==> src/hw/rtl/npci_pkg.sv <==
// shared types, palette constants and state encoding for the palette index search
package npci_pkg;

    localparam int unsigned ChanW  = 8;
    localparam int unsigned DistW  = 18;
    localparam int unsigned DigitW = 3;
    localparam int unsigned RemW   = 6;

    localparam logic [ChanW-1:0] FirstIdx     = 8'd1;
    localparam logic [ChanW-1:0] CubeLastIdx  = 8'd216;
    localparam logic [ChanW-1:0] LastIdx      = 8'd255;
    localparam logic [ChanW-1:0] TranspIdx    = 8'h00;
    localparam logic [DigitW-1:0] DigitMax    = 3'd5;

    // gray j is floor(j*255/38): 255 = 6*38 + 27
    localparam logic [ChanW-1:0] GrayStep     = 8'd6;
    localparam logic [RemW-1:0]  GrayRemStep  = 6'd27;
    localparam logic [RemW-1:0]  GrayDivisor  = 6'd38;

    typedef enum logic [1:0] {
        ST_IDLE,
        ST_RUN,
        ST_DRAIN,
        ST_DONE
    } t_state;

    typedef struct packed {
        logic             valid;
        logic [ChanW-1:0] idx;
        logic [ChanW-1:0] pr;
        logic [ChanW-1:0] pg;
        logic [ChanW-1:0] pb;
    } t_dist_req;

    typedef struct packed {
        logic             valid;
        logic [ChanW-1:0] idx;
        logic [DistW-1:0] sq_dist;
    } t_dist_res;

    function automatic logic [ChanW-1:0] cube_level(input logic [DigitW-1:0] digit);
        logic [ChanW-1:0] lvl;
        case (digit)
            3'd0:    lvl = 8'd0;
            3'd1:    lvl = 8'd51;
            3'd2:    lvl = 8'd102;
            3'd3:    lvl = 8'd153;
            3'd4:    lvl = 8'd204;
            default: lvl = 8'd255;
        endcase
        return lvl;
    endfunction

endpackage

==> src/hw/rtl/npci_dist_unit.sv <==
// registered squared rgb distance between the pixel and one palette colour
module npci_dist_unit (
    input  logic                 i_clk,
    input  logic                 i_rst_n,
    input  logic [7:0]           i_red,
    input  logic [7:0]           i_green,
    input  logic [7:0]           i_blue,
    input  npci_pkg::t_dist_req  i_req,
    output npci_pkg::t_dist_res  o_res
);
    import npci_pkg::*;

    logic [ChanW-1:0]   w_dr;
    logic [ChanW-1:0]   w_dg;
    logic [ChanW-1:0]   w_db;
    logic [2*ChanW-1:0] w_sr;
    logic [2*ChanW-1:0] w_sg;
    logic [2*ChanW-1:0] w_sb;
    logic [DistW-1:0]   w_sum;
    logic               r_valid;
    logic [ChanW-1:0]   r_idx;
    logic [DistW-1:0]   r_dist;

    assign w_dr = (i_red   >= i_req.pr) ? (i_red   - i_req.pr) : (i_req.pr - i_red);
    assign w_dg = (i_green >= i_req.pg) ? (i_green - i_req.pg) : (i_req.pg - i_green);
    assign w_db = (i_blue  >= i_req.pb) ? (i_blue  - i_req.pb) : (i_req.pb - i_blue);
    assign w_sr = w_dr * w_dr;
    assign w_sg = w_dg * w_dg;
    assign w_sb = w_db * w_db;
    assign w_sum = {2'b00, w_sr} + {2'b00, w_sg} + {2'b00, w_sb};

    always_ff @(posedge i_clk) begin
        if (!i_rst_n) begin
            r_valid <= 1'b0;
        end else begin
            r_valid <= i_req.valid;
        end
    end

    always_ff @(posedge i_clk) begin
        if (i_req.valid) begin
            r_idx  <= i_req.idx;
            r_dist <= w_sum;
        end
    end

    assign o_res.valid   = r_valid;
    assign o_res.idx     = r_idx;
    assign o_res.sq_dist = r_dist;

endmodule

==> src/hw/rtl/nearest_palette_color_index.sv <==
// top level: nearest palette index search over a fixed 255 colour palette
//
//  channel  dir  fields (low bit up)                  handshake
//  s_axis   in   red, green, blue, alpha (32 bits)    tvalid / tready
//  m_axis   out  palette_index (8 bits)               tvalid / tready
//
// an opaque pixel walks all 255 palette entries, one a cycle, through the shared
// distance unit; its registered result feeds the final compare, and the best index
// goes to the output register; a zero alpha word skips the search and goes to done
// tready is high only while no search runs; the result sits in an output
// register, so a new word is taken while it waits; reset clears control only
module nearest_palette_color_index (
    input  logic        i_clk,
    input  logic        i_rst_n,
    input  logic        i_s_axis_tvalid,
    output logic        o_s_axis_tready,
    input  logic [31:0] i_s_axis_tdata,   // red[7:0], green[15:8], blue[23:16], alpha[31:24]
    output logic        o_m_axis_tvalid,
    input  logic        i_m_axis_tready,
    output logic [7:0]  o_m_axis_tdata    // palette_index[7:0]
);
    import npci_pkg::*;

    t_state            r_state;
    t_state            n_state;
    logic [ChanW-1:0]  r_red;
    logic [ChanW-1:0]  r_green;
    logic [ChanW-1:0]  r_blue;
    logic [ChanW-1:0]  r_idx;
    logic [DigitW-1:0] r_ri;
    logic [DigitW-1:0] r_gi;
    logic [DigitW-1:0] r_bi;
    logic              r_in_gray;
    logic [ChanW-1:0]  r_gray_v;
    logic [RemW-1:0]   r_gray_rem;
    logic [RemW:0]     w_rem_sum;
    logic [ChanW-1:0]  r_best_idx;
    logic [DistW-1:0]  r_best_dist;
    logic              r_out_valid;
    logic [ChanW-1:0]  r_out_idx;
    logic              w_accept;
    logic              w_transp;
    logic              w_issue;
    logic              w_load_out;
    logic              w_better;
    t_dist_req         w_req;
    t_dist_res         w_res;

    assign w_accept  = i_s_axis_tvalid && o_s_axis_tready;
    assign w_transp  = (i_s_axis_tdata[31:24] == 8'h00);
    assign w_better  = w_res.valid &&
                       ((w_res.idx == FirstIdx) || (w_res.sq_dist < r_best_dist));
    assign w_rem_sum = {1'b0, r_gray_rem} + {1'b0, GrayRemStep};

    // next state
    always_comb begin
        n_state = r_state;
        unique case (r_state)
            ST_IDLE: begin
                if (w_accept) begin
                    n_state = w_transp ? ST_DONE : ST_RUN;
                end
            end
            ST_RUN: begin
                if (r_idx == LastIdx) begin
                    n_state = ST_DRAIN;
                end
            end
            ST_DRAIN: begin
                if (w_res.valid && (w_res.idx == LastIdx)) begin
                    n_state = ST_DONE;
                end
            end
            ST_DONE: begin
                if (!r_out_valid || i_m_axis_tready) begin
                    n_state = ST_IDLE;
                end
            end
            default: n_state = ST_IDLE;
        endcase
    end

    // state outputs
    always_comb begin
        o_s_axis_tready = 1'b0;
        w_issue         = 1'b0;
        w_load_out      = 1'b0;
        unique case (r_state)
            ST_IDLE:  o_s_axis_tready = 1'b1;
            ST_RUN:   w_issue         = 1'b1;
            ST_DRAIN: w_issue         = 1'b0;
            ST_DONE:  w_load_out      = !r_out_valid || i_m_axis_tready;
            default:  o_s_axis_tready = 1'b0;
        endcase
    end

    assign w_req.valid = w_issue;
    assign w_req.idx   = r_idx;
    assign w_req.pr    = r_in_gray ? r_gray_v : cube_level(r_ri);
    assign w_req.pg    = r_in_gray ? r_gray_v : cube_level(r_gi);
    assign w_req.pb    = r_in_gray ? r_gray_v : cube_level(r_bi);

    npci_dist_unit u_dist (
        .i_clk   (i_clk),
        .i_rst_n (i_rst_n),
        .i_red   (r_red),
        .i_green (r_green),
        .i_blue  (r_blue),
        .i_req   (w_req),
        .o_res   (w_res)
    );

    always_ff @(posedge i_clk) begin
        if (!i_rst_n) begin
            r_state     <= ST_IDLE;
            r_out_valid <= 1'b0;
        end else begin
            r_state <= n_state;
            if (w_load_out) begin
                r_out_valid <= 1'b1;
            end else if (i_m_axis_tready) begin
                r_out_valid <= 1'b0;
            end
        end
    end

    // candidate walk: cube digits, then gray ramp
    always_ff @(posedge i_clk) begin
        if (w_accept) begin
            r_red      <= i_s_axis_tdata[7:0];
            r_green    <= i_s_axis_tdata[15:8];
            r_blue     <= i_s_axis_tdata[23:16];
            r_idx      <= FirstIdx;
            r_ri       <= '0;
            r_gi       <= '0;
            r_bi       <= '0;
            r_in_gray  <= 1'b0;
            r_gray_v   <= '0;
            r_gray_rem <= '0;
        end else if (w_issue) begin
            r_idx <= r_idx + 8'd1;
            if (r_in_gray) begin
                if (w_rem_sum >= {1'b0, GrayDivisor}) begin
                    r_gray_v   <= r_gray_v + GrayStep + 8'd1;
                    r_gray_rem <= RemW'(w_rem_sum - {1'b0, GrayDivisor});
                end else begin
                    r_gray_v   <= r_gray_v + GrayStep;
                    r_gray_rem <= RemW'(w_rem_sum);
                end
            end else if (r_idx == CubeLastIdx) begin
                r_in_gray <= 1'b1;
            end else if (r_bi != DigitMax) begin
                r_bi <= r_bi + 3'd1;
            end else begin
                r_bi <= '0;
                if (r_gi != DigitMax) begin
                    r_gi <= r_gi + 3'd1;
                end else begin
                    r_gi <= '0;
                    r_ri <= r_ri + 3'd1;
                end
            end
        end
    end

    always_ff @(posedge i_clk) begin
        if (w_accept) begin
            r_best_idx  <= TranspIdx;
            r_best_dist <= '0;
        end else if (w_better) begin
            r_best_idx  <= w_res.idx;
            r_best_dist <= w_res.sq_dist;
        end
    end

    always_ff @(posedge i_clk) begin
        if (w_load_out) begin
            r_out_idx <= r_best_idx;
        end
    end

    assign o_m_axis_tvalid = r_out_valid;
    assign o_m_axis_tdata  = r_out_idx;

`ifndef NO_ASSERTIONS
    a_no_accept_during_search: assert property (@(posedge i_clk) disable iff (!i_rst_n)
        o_s_axis_tready |-> !w_res.valid)
        else $error("input taken while distances still in flight");

    a_transparent_best: assert property (@(posedge i_clk) disable iff (!i_rst_n)
        (w_accept && w_transp) |=> (r_best_idx == TranspIdx) && (r_state == ST_DONE))
        else $error("zero alpha word did not go straight to result");

    a_gray_phase: assert property (@(posedge i_clk) disable iff (!i_rst_n)
        w_issue |-> ((r_idx <= CubeLastIdx) == !r_in_gray))
        else $error("candidate phase out of step with index");

    a_drain_ends: assert property (@(posedge i_clk) disable iff (!i_rst_n)
        (r_state == ST_RUN && r_idx == LastIdx) |=> ##1 (r_state == ST_DONE))
        else $error("search did not finish after last entry");
`endif

endmodule

==> config.mk <==
export PLATFORM = sky130hd
export DESIGN_NAME = nearest_palette_color_index
export DESIGN_NICKNAME = d
export VERILOG_FILES = /design/src/hw/rtl/npci_pkg.sv /design/src/hw/rtl/npci_dist_unit.sv /design/src/hw/rtl/nearest_palette_color_index.sv
export SDC_FILE = /design/constraint.sdc
export NUM_CORES = 1
export LEC_CHECK = 0
export BUFFER_PORTS_ARGS = -buffer_cell sky130_fd_sc_hd__buf_2
export CAP_MARGIN = 25
export CORE_MARGIN = 1
export CORE_UTILIZATION = 65
export DETAILED_ROUTE_END_ITERATION = 10
export PLACE_DENSITY = 0.86
export SETUP_SLACK_MARGIN = 0.3
export SLEW_MARGIN = 10
export SYNTH_ARGS = -nofsm -noshare
export SYNTH_HDL_FRONTEND = slang
export SYNTH_SLANG_ARGS = --single-unit
==> constraint.sdc <==
create_clock -name i_clk -period 16 [get_ports i_clk]
set_clock_uncertainty 0.2 [all_clocks]
set_input_delay 1.6 -clock i_clk [delete_from_list [all_inputs] [get_ports i_clk]]
set_output_delay 1.6 -clock i_clk [all_outputs]
set_load 0.02 [all_outputs]
==> results of run 1 <==
[metrics by stage]
step / hold slack (ns) / utilization [%] / cells
4_1_cts: 0.234 / 71.2 / 1813
2_1_floorplan: 0.208 / - / 1499
6_report: 0.232 / 71.2 / 1814
3_3_place_gp: 0.216 / 68.4 / 1781
3_5_place_dp: 0.220 / 68.4 / 1781
5_1_grt: 0.248 / 71.2 / 1814
[worst paths after layout]
kind,startpoint,end,depth (start not counted)
worst min-delay path,r_best_idx[5]$_SDFFE_PP0P_,o_m_axis_tdata[5]$_DFFE_PP_,0
worst max-delay path,r_gi[2]$_SDFFE_PP0P_,u_dist.r_dist[16]$_DFFE_PP_,40
worst max register to register,r_gi[2]$_SDFFE_PP0P_,u_dist.r_dist[16]$_DFFE_PP_,40
worst min register to register,r_best_idx[5]$_SDFFE_PP0P_,o_m_axis_tdata[5]$_DFFE_PP_,0
[state kept, by name, summed over array words and instances, names as in the netlist]
register and flops:
r_in_gray 1, r_best_idx 8, r_state 2, u_dist.r_idx 8, r_gray_v 8, u_dist.r_valid 1
r_best_dist 18, o_m_axis_tdata 8, r_idx 8, r_red 8, r_gray_rem 6, r_ri 3
u_dist.r_dist 18, r_green 8, r_blue 8, o_m_axis_tvalid 1, r_gi 3, r_bi 3
[cells in the mapped netlist (5+ instances only)]
| master | n | area [um2] |
|---|---|---|
| or2_2 | 6 | 37.5 |
| nand2b_1 | 14 | 87.6 |
| nand3_1 | 42 | 210 |
| inv_1 | 288 | 1080 |
| and3_1 | 7 | 43.8 |
| nor3_1 | 23 | 115 |
| nor2_1 | 148 | 556 |
| xnor2_1 | 48 | 420 |
| a21o_1 | 22 | 165 |
| nand3b_1 | 5 | 37.5 |
| nor4_1 | 5 | 31.3 |
| edfxtp_1 | 58 | 1740 |
| o211ai_1 | 8 | 60.1 |
| clkbuf_1 | 29 | 109 |
| mux2i_1 | 20 | 200 |
| o21a_1 | 11 | 82.6 |
| or3_1 | 8 | 50.1 |
| o21ai_0 | 60 | 300 |
| a21oi_1 | 97 | 485 |
| nand4_1 | 7 | 43.8 |
| mux2_2 | 5 | 56.3 |
| dfxtp_1 | 62 | 1240 |
| nor2b_1 | 18 | 113 |
| nand2_1 | 66 | 248 |
| fa_1 | 123 | 2460 |
| and2_1 | 13 | 81.3 |
| xor2_1 | 17 | 149 |
| a211oi_1 | 13 | 97.6 |
| ha_1 | 178 | 2230 |
| a31oi_1 | 6 | 37.5 |
[routing by layer]
metal	GRT usage, %	part of all wire (%)	vias to the layer above
met1	35.3	42	5060
li1	-	-	5015
met5	0	0	-
met3	3.73	5.4	62
met4	9.74	2.5	0
met2	52.0	50	366
[kinds of logic after synthesis]
logic type / count (synthesis) / synth area share, %
AOI/OAI and AO/OA: 272 / 13.0
xor gates and xnor gates: 69 / 4.73
adders and majority gates: 301 / 35.0
buffers and inverters: 327 / 9.28
DFF: 120 / 22.3
muxes: 27 / 2.19
and+or+nand+nor: 383 / 13.6
[critical path, delay by kind of cell (launching register included)]
family	cells	cell delay, ns
AO/OA/AOI/OAI	12	3.16
XOR/XNOR	2	0.28
adder cells (fa/ha/maj)	15	6.38
buffers and inverters	6	0.39
flip-flops	1	0.46
multiplexers	1	0.57
AND/OR/NAND/NOR	4	0.96
[area by class of cell]
class / count / area (um2) / area share (%)
clock buffer: 19 / 443 / 3.07
clock inverter: 13 / 115 / 0.799
inverter: 290 / 1090 / 7.55
multi-input combinational: 1052 / 9180 / 63.7
sequential: 120 / 2980 / 20.7
tap: 270 / 338 / 2.34
timing repair buffer: 50 / 263 / 1.82
==> metrics.yaml, run 1 <==
status: "complete, no violations"
area_growth_pct: 7.52
setup_slack_ns: 3.34
grt_pass1_vias: 10800
start_util_pct: 66.2
fmax_mhz: 79.0
clk_path_buf_depth: 2
synth.avg_cell_area_um2: 8.94
cts_tree: "built"
fillerInstances: 1459
slowest_stage: "a2111oi_0"
routabilityCongestion: 0.924
drive_gt1_share_pct: 7.84
min_period_ns: 12.66
cts_resized: 0
path_max_fanout: 10
r2r_setup_slack_ns: 3.34
syn-num-nets: 1836
die_y_um: 146
overflow: 0
startpoint_type: "flop"
ios: 46
cpMostUsedCell: "fa_1"
grt_max_degree: 45
portBuffers: 45
async_reset_ff_share_pct: 0
wl_per_cell_um: 15.9
worst_pin_slew_ns: 0.961
drc: 0
nNetsFinal: 1868
cp.arrival_ns: 12.64
synth_ff_type: "dfxtp_1"
ys_ff_latch: 120
clk-insertion-delay-late_ns: 0.42
ctsHtreeMaxLevel: 4
crit_required_ns: 15.98
cts_post_setup_buffers_inserted: 0
worstSetupPathType: "flop to flop"
via_count: 10500
hold_class: "flop to flop"
num_rows: 52
core_area_mm2: 0.0202
hpwl_mm: 22.5
drt_wl_total_mm: 28.9
viasPerCell: 5.79
antenna_found_initial: 0
end_kind: "flop"
tns_ns: 0
slew_violations: 0
cts_hold_buf: 0
path_clk_slew_ns: 0.06
hold_viol_final: 0
period_share_pct: 79.1
seq_area_frac_synth_pct: 22.3
fp.dieArea_mm2: 0.0212
track_usage_pct: 28.7
setup_viol: 0
rsz0062_at_grt: "no"
final_common_cell: "inv_1"
ant_nets: 0
yosysWarnings: 0
syn_inst: 1499
synth-edff-count: 58
critical-path-max-stage-delay_ns: 0.76
final_cell_mix: "inv_1, ha_1, nor2_1, fa_1, a21oi_1"
grt_pass1_wl_mm: 49.3
cts_sinks: 120
slew_headroom_pct: 36.0
die_w_um: 146
drv_cap: 0
initialDrtViolationCount: 687
dpl_cell_area_mm2: 0.0138
syn_area_mm2: 0.0134
drtPass1Iterations: 5
dp_slack_ns: 3.66
synth_cell_types: 78
cts_buffers: 17
diodes: 0
design_area_mm2: 0.0144
root_buffer: "clkbuf_16"
Power of run 1 is not shown: default switching activity piles up to over one toggle a cycle in this logic, so the estimate is an artifact.
==> run 2, diff against run 1 <==
- CORE_UTILIZATION: 65 -> 58
- PLACE_DENSITY: 0.86 -> 0.81
- clock period: 16 -> 10.9 ns (I/O delays scaled with it)
==> metrics.yaml, run 2 (synthesis results as in run 1) <==
drt_wl_total_mm: 30.5  # +5.3%
critPathLaunch: "r_ri[1]$_SDFFE_PP0P_"
cp.arrival_ns: 11.02  # -1.62 ns
path_max_fanout: 5  # -5
grt_max_degree: 60  # +33%
drc: 0  # unchanged
grt_pass1_wl_mm: 51.4  # +4.1%
cts_sinks: 120  # unchanged
regArea_mm2: 0.00300  # +0.42%
cts_tree: "built"
cts_buffers: 17  # unchanged
min_path_cells: 0  # unchanged
clk_path_buf_depth: 2  # unchanged
portBuffers: 45  # unchanged
via_count: 10700  # +2.0%
wl_per_cell_um: 15.9  # -0.26%
track_usage_pct: 27.0  # -1.8 points
antenna_found_initial: 0  # unchanged
initialDrtViolationCount: 643  # -6.4%
grt_pass1_vias: 11200  # +3.6%
die_y_um: 154  # +5.8%
fmax_mhz: 90.5  # +15%
tns_ns: -0.222  # -0.222 ns
drive_gt1_share_pct: 18.5  # +11 points
cp_num_buf_inv: 10  # +4
multiInputGateArea_mm2: 0.00968  # +5.4%
worst_pin_slew_ns: 0.903  # -0.0574 ns
fillerInstances: 1695  # +16%
root_buffer: "clkbuf_16"
hold_viol_final: 0  # unchanged
wl_met2_mm: 16.0  # +10%
slew_violations: 0  # unchanged
worstSetupPathDepth: 47  # +18%
setup_viol: 2  # +2
dp_cells: 1856  # +4.2%
design_area_mm2: 0.0156  # +8.2%
start_util_pct: 59.2  # -7.0 points
area_growth_pct: 16.4
clk-insertion-delay-late_ns: 0.43  # about the same
r2r_cells: 47  # +18%
reg2reg_from: "r_ri[1]$_SDFFE_PP0P_"
nNetsFinal: 1954  # +4.6%
drv_cap: 0  # unchanged
critical-path-max-stage-delay_ns: 0.54  # -0.22 ns
slew_headroom_pct: 39.6  # +3.7 points
fp.dieArea_mm2: 0.0237  # +12%
ios: 46  # unchanged
cpMostUsedCell: "fa_1"
routabilityCongestion: 0.887  # -4.0%
finalNonFillerCells: 1915  # +5.6%
met3_length_mm: 1.22  # -22%
holdCritStartpoint: "r_best_idx[1]$_SDFFE_PP0P_"
status: "finished, violations left"
diodes: 0  # unchanged
violations: "negative setup slack"
final_cell_mix: "inv_1, ha_1, nor2_1, fa_1, buf_4"
die_w_um: 154  # +5.8%
top_layer_used: "met4"
ant_nets: 0  # unchanged
hpwl_mm: 24.1  # +6.9%
top_regs: "r_best_dist x18, u_dist.r_dist x18"
ctsHtreeMaxLevel: 4  # unchanged
met1Wirelength_mm: 12.3  # +1.2%
final_common_cell: "inv_1"
hold_class: "flop to flop"
period_share_pct: 101  # +22 points
end_kind: "flop"
setup_slack_ns: -0.146  # -3.48 ns
crit_required_ns: 10.87  # -5.11 ns
rsz0062_at_grt: "yes"
path_clk_slew_ns: 0.06  # about the same
dpl_cell_area_mm2: 0.0146  # +5.3%
min_period_ns: 11.05  # -1.62 ns
critical_path.top_delay_family: "adder cells"
worstSetupPathType: "flop to flop"
core_area_mm2: 0.0226  # +12%
overflow: 0  # unchanged
cts_hold_buf: 0  # unchanged
slowest_stage: "fa_1"
viasPerCell: 5.59  # -3.4%
num_rows: 55  # +5.8%
drtPass1Iterations: 5  # unchanged
startpoint_type: "flop"
-- run 2: cell types whose count changed in the layout (fill, tap and decap cells not counted), moves of 12 or more --
cell,before,now
ha_1,178,162
a21oi_2,2,14
inv_1,287,274
buf_4,5,88
a21oi_1,96,83
-- run 2: per-stage QoR --
step | utilization (%) | hold slack, ns | worst slack (ns)
after floorplan | - | 0.208 | 0.149
final | 68.9 | 0.227 | -0.146
after detailed placement | 64.4 | 0.214 | -0.225
after global placement | 64.4 | 0.212 | 0.0546
after global routing | 68.9 | 0.239 | -0.463
after CTS | 68.1 | 0.229 | 0.107
-- run 2: final timing paths --
check	end	slack, ns
worst max-delay path	u_dist.r_dist[17]$_DFFE_PP_	-0.15
worst min-delay path	o_m_axis_tdata[1]$_DFFE_PP_	0.23
worst max register to register	u_dist.r_dist[17]$_DFFE_PP_	-0.15
worst min register to register	o_m_axis_tdata[1]$_DFFE_PP_	0.23
-- run 2: per-layer routing --
| metal | vias to the layer above | global-route usage, % |
|---|---|---|
| li1 | 5181 | - |
| met1 | 5168 | 31.1 |
| met2 | 288 | 49.7 |
| met3 | 73 | 3.86 |
| met4 | 0 | 11.2 |
| met5 | - | 0 |
-- run 2: repair_timing --
item / in CTS / in global routing
gates resized for setup: 38 / 33
setup endpoints to repair: 7 / 9
buffers inserted: 17 / 10
pin swaps: 43 / 21
cloned: 0 / 0
-- run 2: worst register-to-register path: cells and delay by family, from the launching register on --
family          cells  cell delay [ns]
flops               1             0.39
simple gates        8             0.89
compound gates     11             2.01
mux                 1             0.23
xor+xnor            3             0.44
fa+ha+maj          14             5.93
buf+inv            10             0.73
-- run 2: layout make-up --
cell class	count	area share, %
Multi-Input combinational cell	1052	62.0
Timing Repair Buffer	136	5.90
Clock buffer	19	2.78
Sequential cell	120	19.2
Inverter	290	7.01
Clock inverter	13	0.786
Tap cell	285	2.29
Power of run 2 is left out for the same reason.
